File: config.mk
export PLATFORM = sky130hd
export DESIGN_NAME = c_symbol_name_mangler
export DESIGN_NICKNAME = d
export VERILOG_FILES = /design/src/hdl/csnm_pkg.sv /design/src/hdl/c_symbol_name_mangler.sv /design/src/hdl/csnm_front.sv /design/src/hdl/csnm_queue.sv /design/src/hdl/csnm_back.sv
export SDC_FILE = /design/constraint.sdc
export NUM_CORES = 1
export LEC_CHECK = 0
export ABC_AREA = 0
export BUFFER_PORTS_ARGS = -buffer_cell sky130_fd_sc_hd__clkbuf_2
export CAP_MARGIN = 20
export CORE_MARGIN = 5
export CORE_UTILIZATION = 58
export DETAILED_ROUTE_END_ITERATION = 8
export PLACE_DENSITY = 0.79
export SLEW_MARGIN = 20
export SYNTH_ARGS = -nofsm -noshare
export SYNTH_HDL_FRONTEND = slang
export SYNTH_SLANG_ARGS = --single-unit
File: constraint.sdc
create_clock -name aclk -period 2.63 [get_ports aclk]
set_input_delay 0 -clock aclk [delete_from_list [all_inputs] [get_ports aclk]]
set_output_delay 0 -clock aclk [all_outputs]
set_load 0.02 [all_outputs]
File: src/hdl/csnm_pkg.sv
// shared types, constants and helpers for the c symbol name mangler
package csnm_pkg;

    localparam int unsigned CHAR_W      = 8;
    localparam int unsigned QUEUE_DEPTH = 2;
    localparam int unsigned QPTR_W      = (QUEUE_DEPTH > 1) ? $clog2(QUEUE_DEPTH) : 1;
    localparam int unsigned QCNT_W      = $clog2(QUEUE_DEPTH + 1);
    localparam int unsigned IDX_W       = 2;

    localparam logic [CHAR_W-1:0] CH_ZERO       = 8'h30;
    localparam logic [CHAR_W-1:0] CH_NINE       = 8'h39;
    localparam logic [CHAR_W-1:0] CH_X          = 8'h78;
    localparam logic [CHAR_W-1:0] CH_UNDERSCORE = 8'h5f;
    localparam logic [CHAR_W-1:0] CH_UPPER_A    = 8'h41;
    localparam logic [CHAR_W-1:0] CH_UPPER_F    = 8'h46;
    localparam logic [CHAR_W-1:0] CH_UPPER_Z    = 8'h5a;
    localparam logic [CHAR_W-1:0] CH_LOWER_A    = 8'h61;
    localparam logic [CHAR_W-1:0] CH_LOWER_Z    = 8'h7a;

    typedef enum logic [1:0] {
        CMD_PASS,
        CMD_US1,
        CMD_US2,
        CMD_ESC
    } cmd_kind_t;

    typedef struct packed {
        cmd_kind_t         kind;
        logic [CHAR_W-1:0] ch;
        logic              name_end;
    } cmd_t;

    typedef struct packed {
        logic full;
        logic empty;
    } q_stat_t;

    function automatic logic [CHAR_W-1:0] hex_char(input logic [3:0] nib);
        logic [CHAR_W-1:0] r;
        if (nib < 4'd10) begin
            r = CH_ZERO + {4'd0, nib};
        end else begin
            r = CH_UPPER_A + {4'd0, nib - 4'd10};
        end
        return r;
    endfunction

    function automatic logic [IDX_W-1:0] last_index(input cmd_kind_t kind);
        logic [IDX_W-1:0] r;
        unique case (kind)
            CMD_PASS: r = 2'd0;
            CMD_US1:  r = 2'd0;
            CMD_US2:  r = 2'd1;
            CMD_ESC:  r = 2'd3;
            default:  r = 2'd0;
        endcase
        return r;
    endfunction

endpackage

File: src/hdl/c_symbol_name_mangler.sv
// top level of the c symbol name mangler
// the first output word of a byte is held in the command queue and then in the output register
// one output word per cycle while m_tready is high; a byte gives 1, 2 or 4 words (4 when escaped)
// the output word rate of the back end sets the sustained byte rate
// reset: synchronous active-low aresetn empties the queue and output register,
// clears double underscore mode and restarts the name scan
module c_symbol_name_mangler (
    input  logic       aclk,
    input  logic       aresetn,
    input  logic       s_tvalid,
    output logic       s_tready,
    input  logic [7:0] s_tdata,   // in_char
    input  logic       s_tlast,   // in_name_end
    input  logic       cfg_valid,
    output logic       cfg_ready,
    input  logic       cfg_data,  // double_underscore_mode
    output logic       m_tvalid,
    input  logic       m_tready,
    output logic [7:0] m_tdata,   // out_char
    output logic       m_tuser,   // out_run_last
    output logic       m_tlast    // out_name_end
);
    import csnm_pkg::*;

    cmd_t    push_cmd, head_cmd;
    q_stat_t q_stat;
    logic    push, pop;

    csnm_front u_front (
        .aclk      (aclk),
        .aresetn   (aresetn),
        .s_tvalid  (s_tvalid),
        .s_tready  (s_tready),
        .s_tdata   (s_tdata),
        .s_tlast   (s_tlast),
        .cfg_valid (cfg_valid),
        .cfg_ready (cfg_ready),
        .cfg_data  (cfg_data),
        .q_full    (q_stat.full),
        .push      (push),
        .cmd       (push_cmd)
    );

    csnm_queue u_queue (
        .aclk     (aclk),
        .aresetn  (aresetn),
        .push     (push),
        .push_cmd (push_cmd),
        .pop      (pop),
        .head_cmd (head_cmd),
        .stat     (q_stat)
    );

    csnm_back u_back (
        .aclk     (aclk),
        .aresetn  (aresetn),
        .head_cmd (head_cmd),
        .q_stat   (q_stat),
        .pop      (pop),
        .m_tvalid (m_tvalid),
        .m_tready (m_tready),
        .m_tdata  (m_tdata),
        .m_tuser  (m_tuser),
        .m_tlast  (m_tlast)
    );

`ifndef SYNTH
    a_name_end_closes_run: assert property (@(posedge aclk) disable iff (!aresetn)
        m_tvalid && m_tlast |-> m_tuser)
        else $error("name end on a word that does not close its run");

    a_inner_word_kind: assert property (@(posedge aclk) disable iff (!aresetn)
        m_tvalid && !m_tuser |-> ((m_tdata >= CH_ZERO) && (m_tdata <= CH_NINE))
            || ((m_tdata >= CH_UPPER_A) && (m_tdata <= CH_UPPER_F))
            || (m_tdata == CH_X) || (m_tdata == CH_UNDERSCORE))
        else $error("unexpected byte inside an expanded run");

    a_queue_status: assert property (@(posedge aclk) disable iff (!aresetn)
        !(q_stat.full && q_stat.empty))
        else $error("queue reports full and empty at once");

    a_no_push_when_full: assert property (@(posedge aclk) disable iff (!aresetn)
        q_stat.full && !pop |=> !q_stat.empty && $stable(head_cmd))
        else $error("queue head changed while full without a pop");
`endif

endmodule

File: src/hdl/csnm_front.sv
// front end: accepts name bytes, tracks scan state and classifies each byte
module csnm_front (
    input  logic                           aclk,
    input  logic                           aresetn,
    input  logic                           s_tvalid,
    output logic                           s_tready,
    input  logic [7:0]                     s_tdata,   // in_char
    input  logic                           s_tlast,   // in_name_end
    input  logic                           cfg_valid,
    output logic                           cfg_ready,
    input  logic                           cfg_data,  // double_underscore_mode
    input  logic                           q_full,
    output logic                           push,
    output csnm_pkg::cmd_t                 cmd
);
    import csnm_pkg::*;

    typedef enum logic [1:0] {
        PH_ANY,
        PH_ZERO,
        PH_ZERO_X,
        PH_HEX
    } phase_t;

    phase_t phase_reg, phase_next, phase_scan;
    logic   prev_us_reg, prev_us_next;
    logic   start_reg, start_next;
    logic   dbl_reg;

    logic [CHAR_W-1:0] c;
    logic is_digit, is_alnum, is_uhex, is_us, escape, accept;

    assign c         = s_tdata;
    assign s_tready  = !q_full;
    assign cfg_ready = 1'b1;
    assign accept    = s_tvalid && s_tready;
    assign push      = accept;

    assign is_digit = (c >= CH_ZERO) && (c <= CH_NINE);
    assign is_uhex  = is_digit || ((c >= CH_UPPER_A) && (c <= CH_UPPER_F));
    assign is_alnum = is_digit || ((c >= CH_UPPER_A) && (c <= CH_UPPER_Z))
                    || ((c >= CH_LOWER_A) && (c <= CH_LOWER_Z));
    assign is_us    = (c == CH_UNDERSCORE);

    always_comb begin
        unique case (phase_reg)
            PH_ZERO:   phase_scan = (c == CH_X) ? PH_ZERO_X : PH_ANY;
            PH_ZERO_X: phase_scan = is_uhex ? PH_HEX : PH_ANY;
            default:   phase_scan = (c == CH_ZERO) ? PH_ZERO : PH_ANY;
        endcase
    end

    always_comb begin
        escape       = 1'b0;
        prev_us_next = prev_us_reg;
        cmd.kind     = CMD_PASS;
        cmd.ch       = c;
        cmd.name_end = s_tlast;
        priority if (phase_scan == PH_HEX) begin
            escape = 1'b1;
        end else if (is_us && (start_reg || s_tlast || prev_us_reg)) begin
            escape = 1'b1;
        end else if (is_us) begin
            cmd.kind     = dbl_reg ? CMD_US2 : CMD_US1;
            prev_us_next = 1'b1;
        end else if (is_alnum) begin
            prev_us_next = 1'b0;
        end else begin
            escape = 1'b1;
        end
        phase_next = phase_scan;
        if (escape) begin
            cmd.kind     = CMD_ESC;
            prev_us_next = 1'b0;
            phase_next   = PH_ANY;
        end
        start_next = s_tlast;
        if (s_tlast) begin
            phase_next   = PH_ANY;
            prev_us_next = 1'b0;
        end
    end

    always_ff @(posedge aclk) begin
        if (!aresetn) begin
            phase_reg   <= PH_ANY;
            prev_us_reg <= 1'b0;
            start_reg   <= 1'b1;
            dbl_reg     <= 1'b0;
        end else begin
            if (accept) begin
                phase_reg   <= phase_next;
                prev_us_reg <= prev_us_next;
                start_reg   <= start_next;
            end
            if (cfg_valid && cfg_ready) begin
                dbl_reg <= cfg_data;
            end
        end
    end

endmodule

File: src/hdl/csnm_queue.sv
// short command queue between front end and back end
module csnm_queue (
    input  logic                 aclk,
    input  logic                 aresetn,
    input  logic                 push,
    input  csnm_pkg::cmd_t       push_cmd,
    input  logic                 pop,
    output csnm_pkg::cmd_t       head_cmd,
    output csnm_pkg::q_stat_t    stat
);
    import csnm_pkg::*;

    cmd_t              mem_reg [QUEUE_DEPTH];
    logic [QPTR_W-1:0] wr_ptr_reg, rd_ptr_reg;
    logic [QCNT_W-1:0] count_reg, count_next;
    logic              do_push, do_pop;

    assign stat.full  = (count_reg == QCNT_W'(QUEUE_DEPTH));
    assign stat.empty = (count_reg == '0);
    assign do_push    = push && !stat.full;
    assign do_pop     = pop && !stat.empty;
    assign head_cmd   = mem_reg[rd_ptr_reg];

    always_comb begin
        count_next = count_reg;
        unique case ({do_push, do_pop})
            2'b10:   count_next = count_reg + 1'b1;
            2'b01:   count_next = count_reg - 1'b1;
            default: count_next = count_reg;
        endcase
    end

    always_ff @(posedge aclk) begin
        if (do_push) begin
            mem_reg[wr_ptr_reg] <= push_cmd;
        end
    end

    always_ff @(posedge aclk) begin
        if (!aresetn) begin
            wr_ptr_reg <= '0;
            rd_ptr_reg <= '0;
            count_reg  <= '0;
        end else begin
            count_reg <= count_next;
            if (do_push) begin
                wr_ptr_reg <= (wr_ptr_reg == QPTR_W'(QUEUE_DEPTH - 1)) ? '0 : wr_ptr_reg + 1'b1;
            end
            if (do_pop) begin
                rd_ptr_reg <= (rd_ptr_reg == QPTR_W'(QUEUE_DEPTH - 1)) ? '0 : rd_ptr_reg + 1'b1;
            end
        end
    end

endmodule

File: src/hdl/csnm_back.sv
// back end: expands each command into output words through an output register
module csnm_back (
    input  logic                 aclk,
    input  logic                 aresetn,
    input  csnm_pkg::cmd_t       head_cmd,
    input  csnm_pkg::q_stat_t    q_stat,
    output logic                 pop,
    output logic                 m_tvalid,
    input  logic                 m_tready,
    output logic [7:0]           m_tdata,   // out_char
    output logic                 m_tuser,   // out_run_last
    output logic                 m_tlast    // out_name_end
);
    import csnm_pkg::*;

    logic [IDX_W-1:0]  idx_reg, idx_next;
    logic              valid_reg;
    logic [CHAR_W-1:0] data_reg;
    logic              user_reg, last_reg;
    logic              load, emit, run_last;
    logic [CHAR_W-1:0] byte_sel;

    assign load     = !valid_reg || m_tready;
    assign emit     = load && !q_stat.empty;
    assign run_last = (idx_reg == last_index(head_cmd.kind));
    assign pop      = emit && run_last;
    assign idx_next = run_last ? '0 : idx_reg + 1'b1;

    always_comb begin
        byte_sel = head_cmd.ch;
        unique case (head_cmd.kind)
            CMD_PASS: byte_sel = head_cmd.ch;
            CMD_US1:  byte_sel = CH_UNDERSCORE;
            CMD_US2:  byte_sel = CH_UNDERSCORE;
            CMD_ESC: begin
                unique case (idx_reg)
                    2'd0:    byte_sel = CH_ZERO;
                    2'd1:    byte_sel = CH_X;
                    2'd2:    byte_sel = hex_char(head_cmd.ch[7:4]);
                    default: byte_sel = hex_char(head_cmd.ch[3:0]);
                endcase
            end
            default:  byte_sel = head_cmd.ch;
        endcase
    end

    always_ff @(posedge aclk) begin
        if (emit) begin
            data_reg <= byte_sel;
            user_reg <= run_last;
            last_reg <= run_last && head_cmd.name_end;
        end
    end

    always_ff @(posedge aclk) begin
        if (!aresetn) begin
            valid_reg <= 1'b0;
            idx_reg   <= '0;
        end else begin
            if (load) begin
                valid_reg <= !q_stat.empty;
            end
            if (emit) begin
                idx_reg <= idx_next;
            end
        end
    end

    assign m_tvalid = valid_reg;
    assign m_tdata  = data_reg;
    assign m_tuser  = user_reg;
    assign m_tlast  = last_reg;

endmodule
==> results of run 1 <==
## metrics by stage
step	power [uW]	setup WS [ps]	std cells	utilization [%]	hold WS, ps
floorplan	1871	199.9	227	-	71.83
global placement	2097	247.7	300	65.03	196.2
detailed placement	2139	122.2	300	65.03	202.4
CTS	2564	104.8	320	70.09	12.98
global route	2718	22.31	320	70.12	26.16
finish	2559	164.9	320	70.12	22.68
## area by class of cell
type,count,area share (%)
clock buffer,7,2.702
inverter,15,1.993
multi-input combinational,160,39.64
timing repair buffer,42,9.920
sequential,45,43.27
clock inverter,1,0.2657
tap,50,2.214
## routing by layer
layer	wire length (um)	share of wire [%]	vias up
met5	0	0	-
met4	125	2.7	0
met3	249	5.3	14
met2	2288	49	60
met1	2051	44	871
li1	-	-	917
## Yosys cell counts, types with 2 or more instances
cell / instances / share of area [%]
a21oi_1: 13 / 2.7
o2111ai_1: 2 / 0.72
o21ai_0: 7 / 1.4
or3_1: 5 / 1.3
clkbuf_1: 4 / 0.61
mux2i_1: 9 / 3.7
ha_1: 14 / 7.2
dfxtp_1: 13 / 11
nor3_1: 9 / 1.8
or4_1: 2 / 0.61
a22o_1: 2 / 0.72
nand2_1: 15 / 2.3
edfxtp_1: 32 / 39
inv_1: 15 / 2.3
a31oi_1: 2 / 0.51
buf_6: 2 / 0.92
nor2b_1: 2 / 0.51
o211ai_1: 3 / 0.92
nor2_1: 21 / 3.2
nor3b_1: 2 / 0.61
nand3_1: 4 / 0.82
mux2_2: 2 / 0.92
nor4_1: 3 / 0.77
xnor2_1: 5 / 1.8
a32o_1: 2 / 0.82
nor4bb_1: 2 / 0.82
a211oi_1: 3 / 0.92
xor2_1: 3 / 1.1
nand2b_1: 6 / 1.5
## critical path, stage by stage (launching register included)
cell and delay [ps]:
dfxtp_2 410, buf_4 250, mux2_2 390, inv_1 100
ha_1 260, xnor2_1 150, nor4bb_1 240, o21ai_0 130
and3_1 180, a211oi_1 200
## worst max path at each step
stage	from	end	slack, ps
global route	register	u_back.m_tdata[2]	20
detailed placement	register	u_back.m_tdata[2]	120
global placement	register	u_back.m_tdata[2]	250
CTS	register	u_back.m_tdata[2]	100
finish	register	u_back.m_tdata[2]	160
floorplan	register	u_queue.count_reg[1]	200
## power by group through the flow
stage	registers (uW)	clock network [uW]	logic, uW
floorplan	1180	0	691
global placement	1080	0	1020
detailed placement	1090	0	1050
CTS	1070	413	1080
global route	1090	443	1180
finish	1070	407	1080
## cells by family after synthesis
kind of cell,share of synthesized area [%]
multiplexers,5.533
adder cells (fa/ha/maj),7.172
flip-flops,50.00
XOR/XNOR,3.535
other,0.1535
AND/OR/NAND/NOR,16.86
buffers and inverters,4.149
AO/OA/AOI/OAI,12.60
## timing repair
item	CTS	global route
endpoints found under the hold margin	19	0
endpoints found under the setup margin	0	2
hold buffers	12	0
gates resized for setup	0	1
==> impl_metrics.toml, run 1 <==
[run_status]
status = "finished, final reports clean"

[global_route]
grtUsageTotal_pct = 18.71
grt_pass1_vias = 1881
grtUsageMet3_pct = 4.272
grt_use_met2_pct = 32.30
grt_use_met1_pct = 21.67
grt_max_degree = 16
antenna_found_initial = 0
gr-total-overflow = 0
grt_pass1_wl_um = 8038
busiest_layer = "met2"

[pwr]
p_seq_share_pct = 41.9
p_clk_share_pct = 15.9
p_leak_uw = 0.001059
p_comb_share_pct = 42.2
p_int_uw = 1605
p_per_area_nw_per_um2 = 905.6
swShare_pct = 37.28
ir_worst_vdd_mv = 0.4430
p_switching_uw = 953.8

[yosys]
syn_avg_cell_area_um2 = 10.76
syn_area_um2 = 2442
synth_edf_count = 32
synth-async-reset-ratio_pct = 0
synthCells = 227
syn-num-nets = 256
synthFlopType = "edfxtp_1"
synth_cell_types = 52
synth_warnings = 0
ys_seq_area_share_pct = 50.00
ys_seq_elements = 45

[layout]
area_growth_pct = 15.68
nets = 298
multiInputGateArea_um2 = 1120
largest_reg_flops = 22
layout-drive-gt1-share_pct = 16.67
seqCellArea_um2 = 1222
fin_area_um2 = 2825
final_common_cell = "edfxtp_1"
fillers = 318
layout_common_cells = "edfxtp_1, clkbuf_2, nor2_1"
diodes = 0

[routing]
vias = 1862
viasPerCell = 5.819
wirelength_um = 4714
drc = 0
firstDrtPassIters = 4
detail_route.wl_per_cell_um = 14.73
postRouteAntennaNets = 0
drt-initial-drc-count = 213

[hold_path]
worstHoldPathType = "in -> reg"
holdPathStages = 4
min_from = "s_tvalid"
hold-path-endpoint = "u_queue.wr_ptr_reg"

[sta]
maxSlewViolCount = 0
post-route-period-util_pct = 93.73
relSlewSlack_pct = 55.49
skew_ps = 8.411
setup_tns_ps = 0
tightest_slew_ps = 649.1
max_freq_ghz = 0.4057
setup_viol = 0
fin_crit_ps = 2465
hold_violations = 0
grt_setup_unrepaired = "no"

[clock_network]
cts_inserted_buffers = 5
h-tree-depth = 2
cts_max_path_buffers = 2
cts-root-buf = "clkbuf_8"
postCtsSetupBuffers = 0
clock_sinks = 45
cts_tree = "built"
worst_skew_pair.late_latency_ps = 290
clk_pin_slew_worst_paths_ps = 80

[floorplan]
io_pins = 28
initial_core_util_pct = 60.62
die_y_um = 74.89
fp-row-count = 23
coreArea_um2 = 4029
die_area_um2 = 5609
chipWidth_um = 74.89

[place]
hpwl_um = 3507
globalplace.congestion = 0.9009
port_buffers = 26
postPlaceCellArea_um2 = 2620

[worst_setup_path]
critPathArrivalTime_ps = 2590
cp_max_fo = 15
cp.required_ps = 2760
r2r_cells = 9
r2r_end = "u_back.m_tdata[2]"
critPathCaptureType = "register"
cp-start-kind = "register"
r2r_slack_ps = 160
critPathKind = "reg -> reg"

[run]
max_cap_violations = 0
(Power assumes the default switching activity.)
==> run 2: changes to the inputs <==
--- a/config.mk
+++ b/config.mk
@@ -8,10 +8,12 @@
 export ABC_AREA = 0
 export BUFFER_PORTS_ARGS = -buffer_cell sky130_fd_sc_hd__clkbuf_2
 export CAP_MARGIN = 20
+export CELL_PAD_IN_SITES_DETAIL_PLACEMENT = 1
+export CELL_PAD_IN_SITES_GLOBAL_PLACEMENT = 1
 export CORE_MARGIN = 5
-export CORE_UTILIZATION = 58
+export CORE_UTILIZATION = 46
 export DETAILED_ROUTE_END_ITERATION = 8
-export PLACE_DENSITY = 0.79
+export PLACE_DENSITY_LB_ADDON = 0.1
 export SLEW_MARGIN = 20
 export SYNTH_ARGS = -nofsm -noshare
 export SYNTH_HDL_FRONTEND = slang
==> impl_metrics.toml, run 2 (same netlist as run 1, synthesis figures left out) <==
[worst_setup_path]
cp.required_ps = 2850
cpPeakStageDelay_ps = 420
cp_common_cell = "ha_1"
critPathArrivalTime_ps = 2510
cp_max_fo = 5
critPathKind = "reg -> reg"
cp-start-kind = "register"
critPathCaptureType = "register"
cpMaxStageDelayCell = "dfxtp_2"
path_cells = "mux2i_4, inv_1, ha_1, xor2_1, nor3_2, ha_1, or3_1, a21oi_1"

[routing]
detail_route.wl_per_cell_um = 15.03
viasPerCell = 5.421
firstDrtPassIters = 4
drt-initial-drc-count = 45
vias = 1843
postRouteAntennaNets = 0
wirelength_um = 5109
drc = 0

[sta]
relSlewSlack_pct = 58.02
tightest_slew_ps = 612.2
skew_ps = 5.475
max_freq_ghz = 0.4377
post-route-period-util_pct = 86.87
maxSlewViolCount = 0
grt_setup_unrepaired = "no"
hold_violations = 0
fin_crit_ps = 2285
setup_viol = 0
setup_tns_ps = 0

[floorplan]
chipWidth_um = 82.87
initial_core_util_pct = 47.52
fp-row-count = 26
die_area_um2 = 6867
coreArea_um2 = 5140
die_y_um = 82.87
io_pins = 28

[place]
hpwl_um = 3843
globalplace.congestion = 0.8229
port_buffers = 26

[pwr]
ir_worst_vdd_mv = 0.3789
finalPower_uw = 2667
p_per_area_nw_per_um2 = 927.9
p_leak_uw = 0.001076

[clock_network]
worst_skew_pair.late_latency_ps = 290
cts_max_path_buffers = 2
cts_inserted_buffers = 5
postCtsSetupBuffers = 0
cts_tree = "built"
clock_sinks = 45
clk_pin_slew_worst_paths_ps = 80
cts-root-buf = "clkbuf_8"
h-tree-depth = 2

[layout]
largest_reg_flops = 22
fillers = 582
layout-drive-gt1-share_pct = 17.41
nets = 298
area_growth_pct = 17.67
layout_common_cells = "edfxtp_1, clkbuf_2, nor2_1"
diodes = 0
final_common_cell = "edfxtp_1"

[hold_path]
worstHoldPathType = "in -> reg"

[global_route]
grtUsageTotal_pct = 15.36
gr-total-overflow = 0
grt_pass1_vias = 1909
antenna_found_initial = 0
grt_max_degree = 15
grt_pass1_wl_um = 8811

[run]
max_cap_violations = 0

[run_status]
status = "finished, final reports clean"
run 2: path summary, 6_finish.rpt:
path | endpoint | slack [ps] | depth (start not counted) | from
max | u_queue.count_reg[1] | 350 | 8 | register
min | u_queue.mem_reg[0][4] | 20 | 1 | s_tdata[3]
max reg2reg | u_queue.count_reg[1] | 350 | 8 | register
min reg2reg | u_front.phase_reg[0] | 510 | 2 | u_front.phase_reg[0]
run 2: area by class of cell:
type	instances	area, um^2	share of cell area, %
Inverter	15	56.30	1.959
Tap cell	70	87.58	3.047
Clock inverter	2	33.78	1.175
Timing Repair Buffer	42	277.8	9.665
Clock buffer	6	72.57	2.525
Multi-Input combinational cell	160	1124	39.09
Sequential cell	45	1222	42.53
run 2: timing repair:
action | 4_1_cts | 5_1_grt
endpoints found under the setup margin | 0 | 1
endpoints found under the hold margin | 17 | 0
gates resized for setup | 0 | 2
hold buffers | 11 | 0
run 2: per-layer routing:
| layer | global-route usage (%) | wire length [um] | part of all wire (%) | up-vias |
|---|---|---|---|---|
| met5 | 0 | 0 | 0 | - |
| met2 | 25.66 | 2474 | 48 | 44 |
| met4 | 5.795 | 103 | 2.0 | 0 |
| li1 | - | - | - | 914 |
| met3 | 3.564 | 233 | 4.6 | 11 |
| met1 | 19.26 | 2297 | 45 | 874 |
run 2: stage by stage:
stage,util [%],cells,hold slack (ps),setup slack [ps],instance area (um^2)
finish,55.92,340,16.02,345.4,2874
global route,55.92,340,9.198,116.7,2874
CTS,55.82,340,2.610,194.8,2869
detailed placement,51.61,321,195.1,234.9,2653
global placement,51.61,321,195.6,288.2,2653
floorplan,-,227,71.83,199.9,2442
run 2: worst max-delay path, delay by kind of cell (launching register included):
family          cells  cell delay, ps
mux                 1             300
simple gates        2             460
buf+inv             1              70
fa+ha+maj           2             530
compound gates      1             140
flops               1             420
xor+xnor            1             300
run 2: power by group:
group	leakage (uW)	switching, uW	total (uW)	internal, uW
Clock	0.0000528	222	503	281
Combinational	0.000617	653	1090	438
Sequential	0.000406	88.7	1070	985
==> run 3: changes to the inputs <==
--- a/config.mk
+++ b/config.mk
@@ -14,6 +14,7 @@
 export CORE_UTILIZATION = 46
 export DETAILED_ROUTE_END_ITERATION = 8
 export PLACE_DENSITY_LB_ADDON = 0.1
+export RECOVER_POWER = 25
 export SLEW_MARGIN = 20
 export SYNTH_ARGS = -nofsm -noshare
 export SYNTH_HDL_FRONTEND = slang
==> impl_metrics.toml, run 3 (same netlist as run 1, synthesis figures left out) <==
[run_status]
status = "finished, final reports clean"

[clock_network]
worst_skew_pair.late_latency_ps = 290
clk_pin_slew_worst_paths_ps = 80
postCtsSetupBuffers = 0
cts-root-buf = "clkbuf_8"
cts_max_path_buffers = 2
cts_tree = "built"
clock_sinks = 45
h-tree-depth = 2
cts_inserted_buffers = 5

[place]
globalplace.congestion = 0.8229
port_buffers = 26
hpwl_um = 3843
place_ws_ps = 234.9

[worst_setup_path]
cp_top_family = "adder cells"
cpMaxStageDelayCell = "dfxtp_2"
critPathKind = "reg -> reg"
cpPeakStageDelay_ps = 420
cp_max_fo = 5
cp.required_ps = 2850
cp_common_cell = "ha_1"
critPathCaptureType = "register"
path_cells = "mux2i_4, inv_1, ha_1, xor2_1, nor3_2, ha_1, or3_1, a21oi_1"
critPathArrivalTime_ps = 2510
cp-start-kind = "register"
path_buf_inv = 1

[layout]
area_growth_pct = 17.01
final_common_cell = "edfxtp_1"
layout-drive-gt1-share_pct = 12.59
layout_common_cells = "edfxtp_1, nor2_1, inv_1, nand2_1"
diodes = 0
nets = 298
largest_reg_flops = 22
fillers = 589

[routing]
detail_route.wl_per_cell_um = 15.12
postRouteAntennaNets = 0
drc = 0
wirelength_um = 5140
vias = 1838
viasPerCell = 5.406
firstDrtPassIters = 4
drt-initial-drc-count = 35

[global_route]
grt_pass1_wl_um = 8811
grt_pass1_vias = 1909
grtUsageTotal_pct = 15.36
grt_max_degree = 15
gr-total-overflow = 0
antenna_found_initial = 0

[pwr]
p_comb_share_pct = 40.6
swShare_pct = 36.27
p_seq_share_pct = 40.4
p_int_uw = 1694
p_switching_uw = 963.7
finalPower_uw = 2657
p_clk_share_pct = 19.0
ir_worst_vdd_mv = 0.3785
p_leak_uw = 0.001037
p_per_area_nw_per_um2 = 929.8

[sta]
max_freq_ghz = 0.4377
skew_ps = 5.202
setup_tns_ps = 0
maxSlewViolCount = 0
setup_viol = 0
relSlewSlack_pct = 58.02
tightest_slew_ps = 612.2
hold_violations = 0
worst_slack_ps = 345.1
grt_setup_unrepaired = "no"
post-route-period-util_pct = 86.88
fin_crit_ps = 2285

[floorplan]
die_area_um2 = 6867
fp-row-count = 26
coreArea_um2 = 5140
initial_core_util_pct = 47.52
io_pins = 28
chipWidth_um = 82.87
die_y_um = 82.87

[run]
max_cap_violations = 0

[hold_path]
worstHoldPathType = "in -> reg"
-- run 3: cell types whose count changed in the layout (fill, tap and decap cells not counted) --
| cell | previous run | this run |
|---|---|---|
| clkbuf_2 | 26 | 13 |
| clkbuf_1 | 1 | 14 |
-- run 3: path summary, 6_finish.rpt --
kind                   startpoint                   end  slack, ps  cells past startpoint
max                      register  u_queue.count_reg[1]        350                      8
min                      s_tvalid    u_queue.wr_ptr_reg         40                      4
max reg2reg              register  u_queue.count_reg[1]        350                      8
min reg2reg  u_front.phase_reg[0]  u_front.phase_reg[0]        500                      2
-- run 3: through the flow --
step | std cells | area (um^2) | hold WS, ps | util [%]
detailed placement | 321 | 2653 | 195.1 | 51.61
global placement | 321 | 2653 | 195.6 | 51.61
finish | 340 | 2858 | 44.15 | 55.60
CTS | 340 | 2869 | 2.610 | 55.82
floorplan | 227 | 2442 | 71.83 | -
global route | 340 | 2858 | 67.95 | 55.60
-- run 3: what timing repair did --
item,CTS,global route
endpoints found under the setup margin,0,1
endpoints found under the hold margin,17,0
gates resized for setup,0,2
hold buffers,11,0
-- run 3: layout make-up --
type / count / area (um^2) / area share (%)
flip-flops and latches: 45 / 1222 / 42.78
multi-input cells: 160 / 1124 / 39.32
repair buffers: 42 / 261.5 / 9.151
well taps: 70 / 87.58 / 3.065
clock buffers: 6 / 72.57 / 2.539
inverters: 15 / 56.30 / 1.970
clock inverters: 2 / 33.78 / 1.182
-- run 3: power by group through the flow --
stage               Sequential [uW]  Combinational, uW  Clock [uW]
global route                   1100               1200         556
floorplan                      1180                691           0
global placement               1090               1050           0
detailed placement             1090               1070           0
finish                         1070               1080         504
CTS                            1070               1100         522
-- run 3: tightest hold or removal path: stages --
cell	delay (ps)
clkbuf_2	100
a21oi_1	60
nor2_1	90
nor2_1	50
-- run 3: per-layer routing --
layer | global-route usage, % | wire [um] | vias up
li1 | - | - | 916
met1 | 19.26 | 2346 | 875
met2 | 25.66 | 2495 | 36
met3 | 3.564 | 195 | 11
met4 | 5.795 | 103 | 0
met5 | 0 | 0 | -
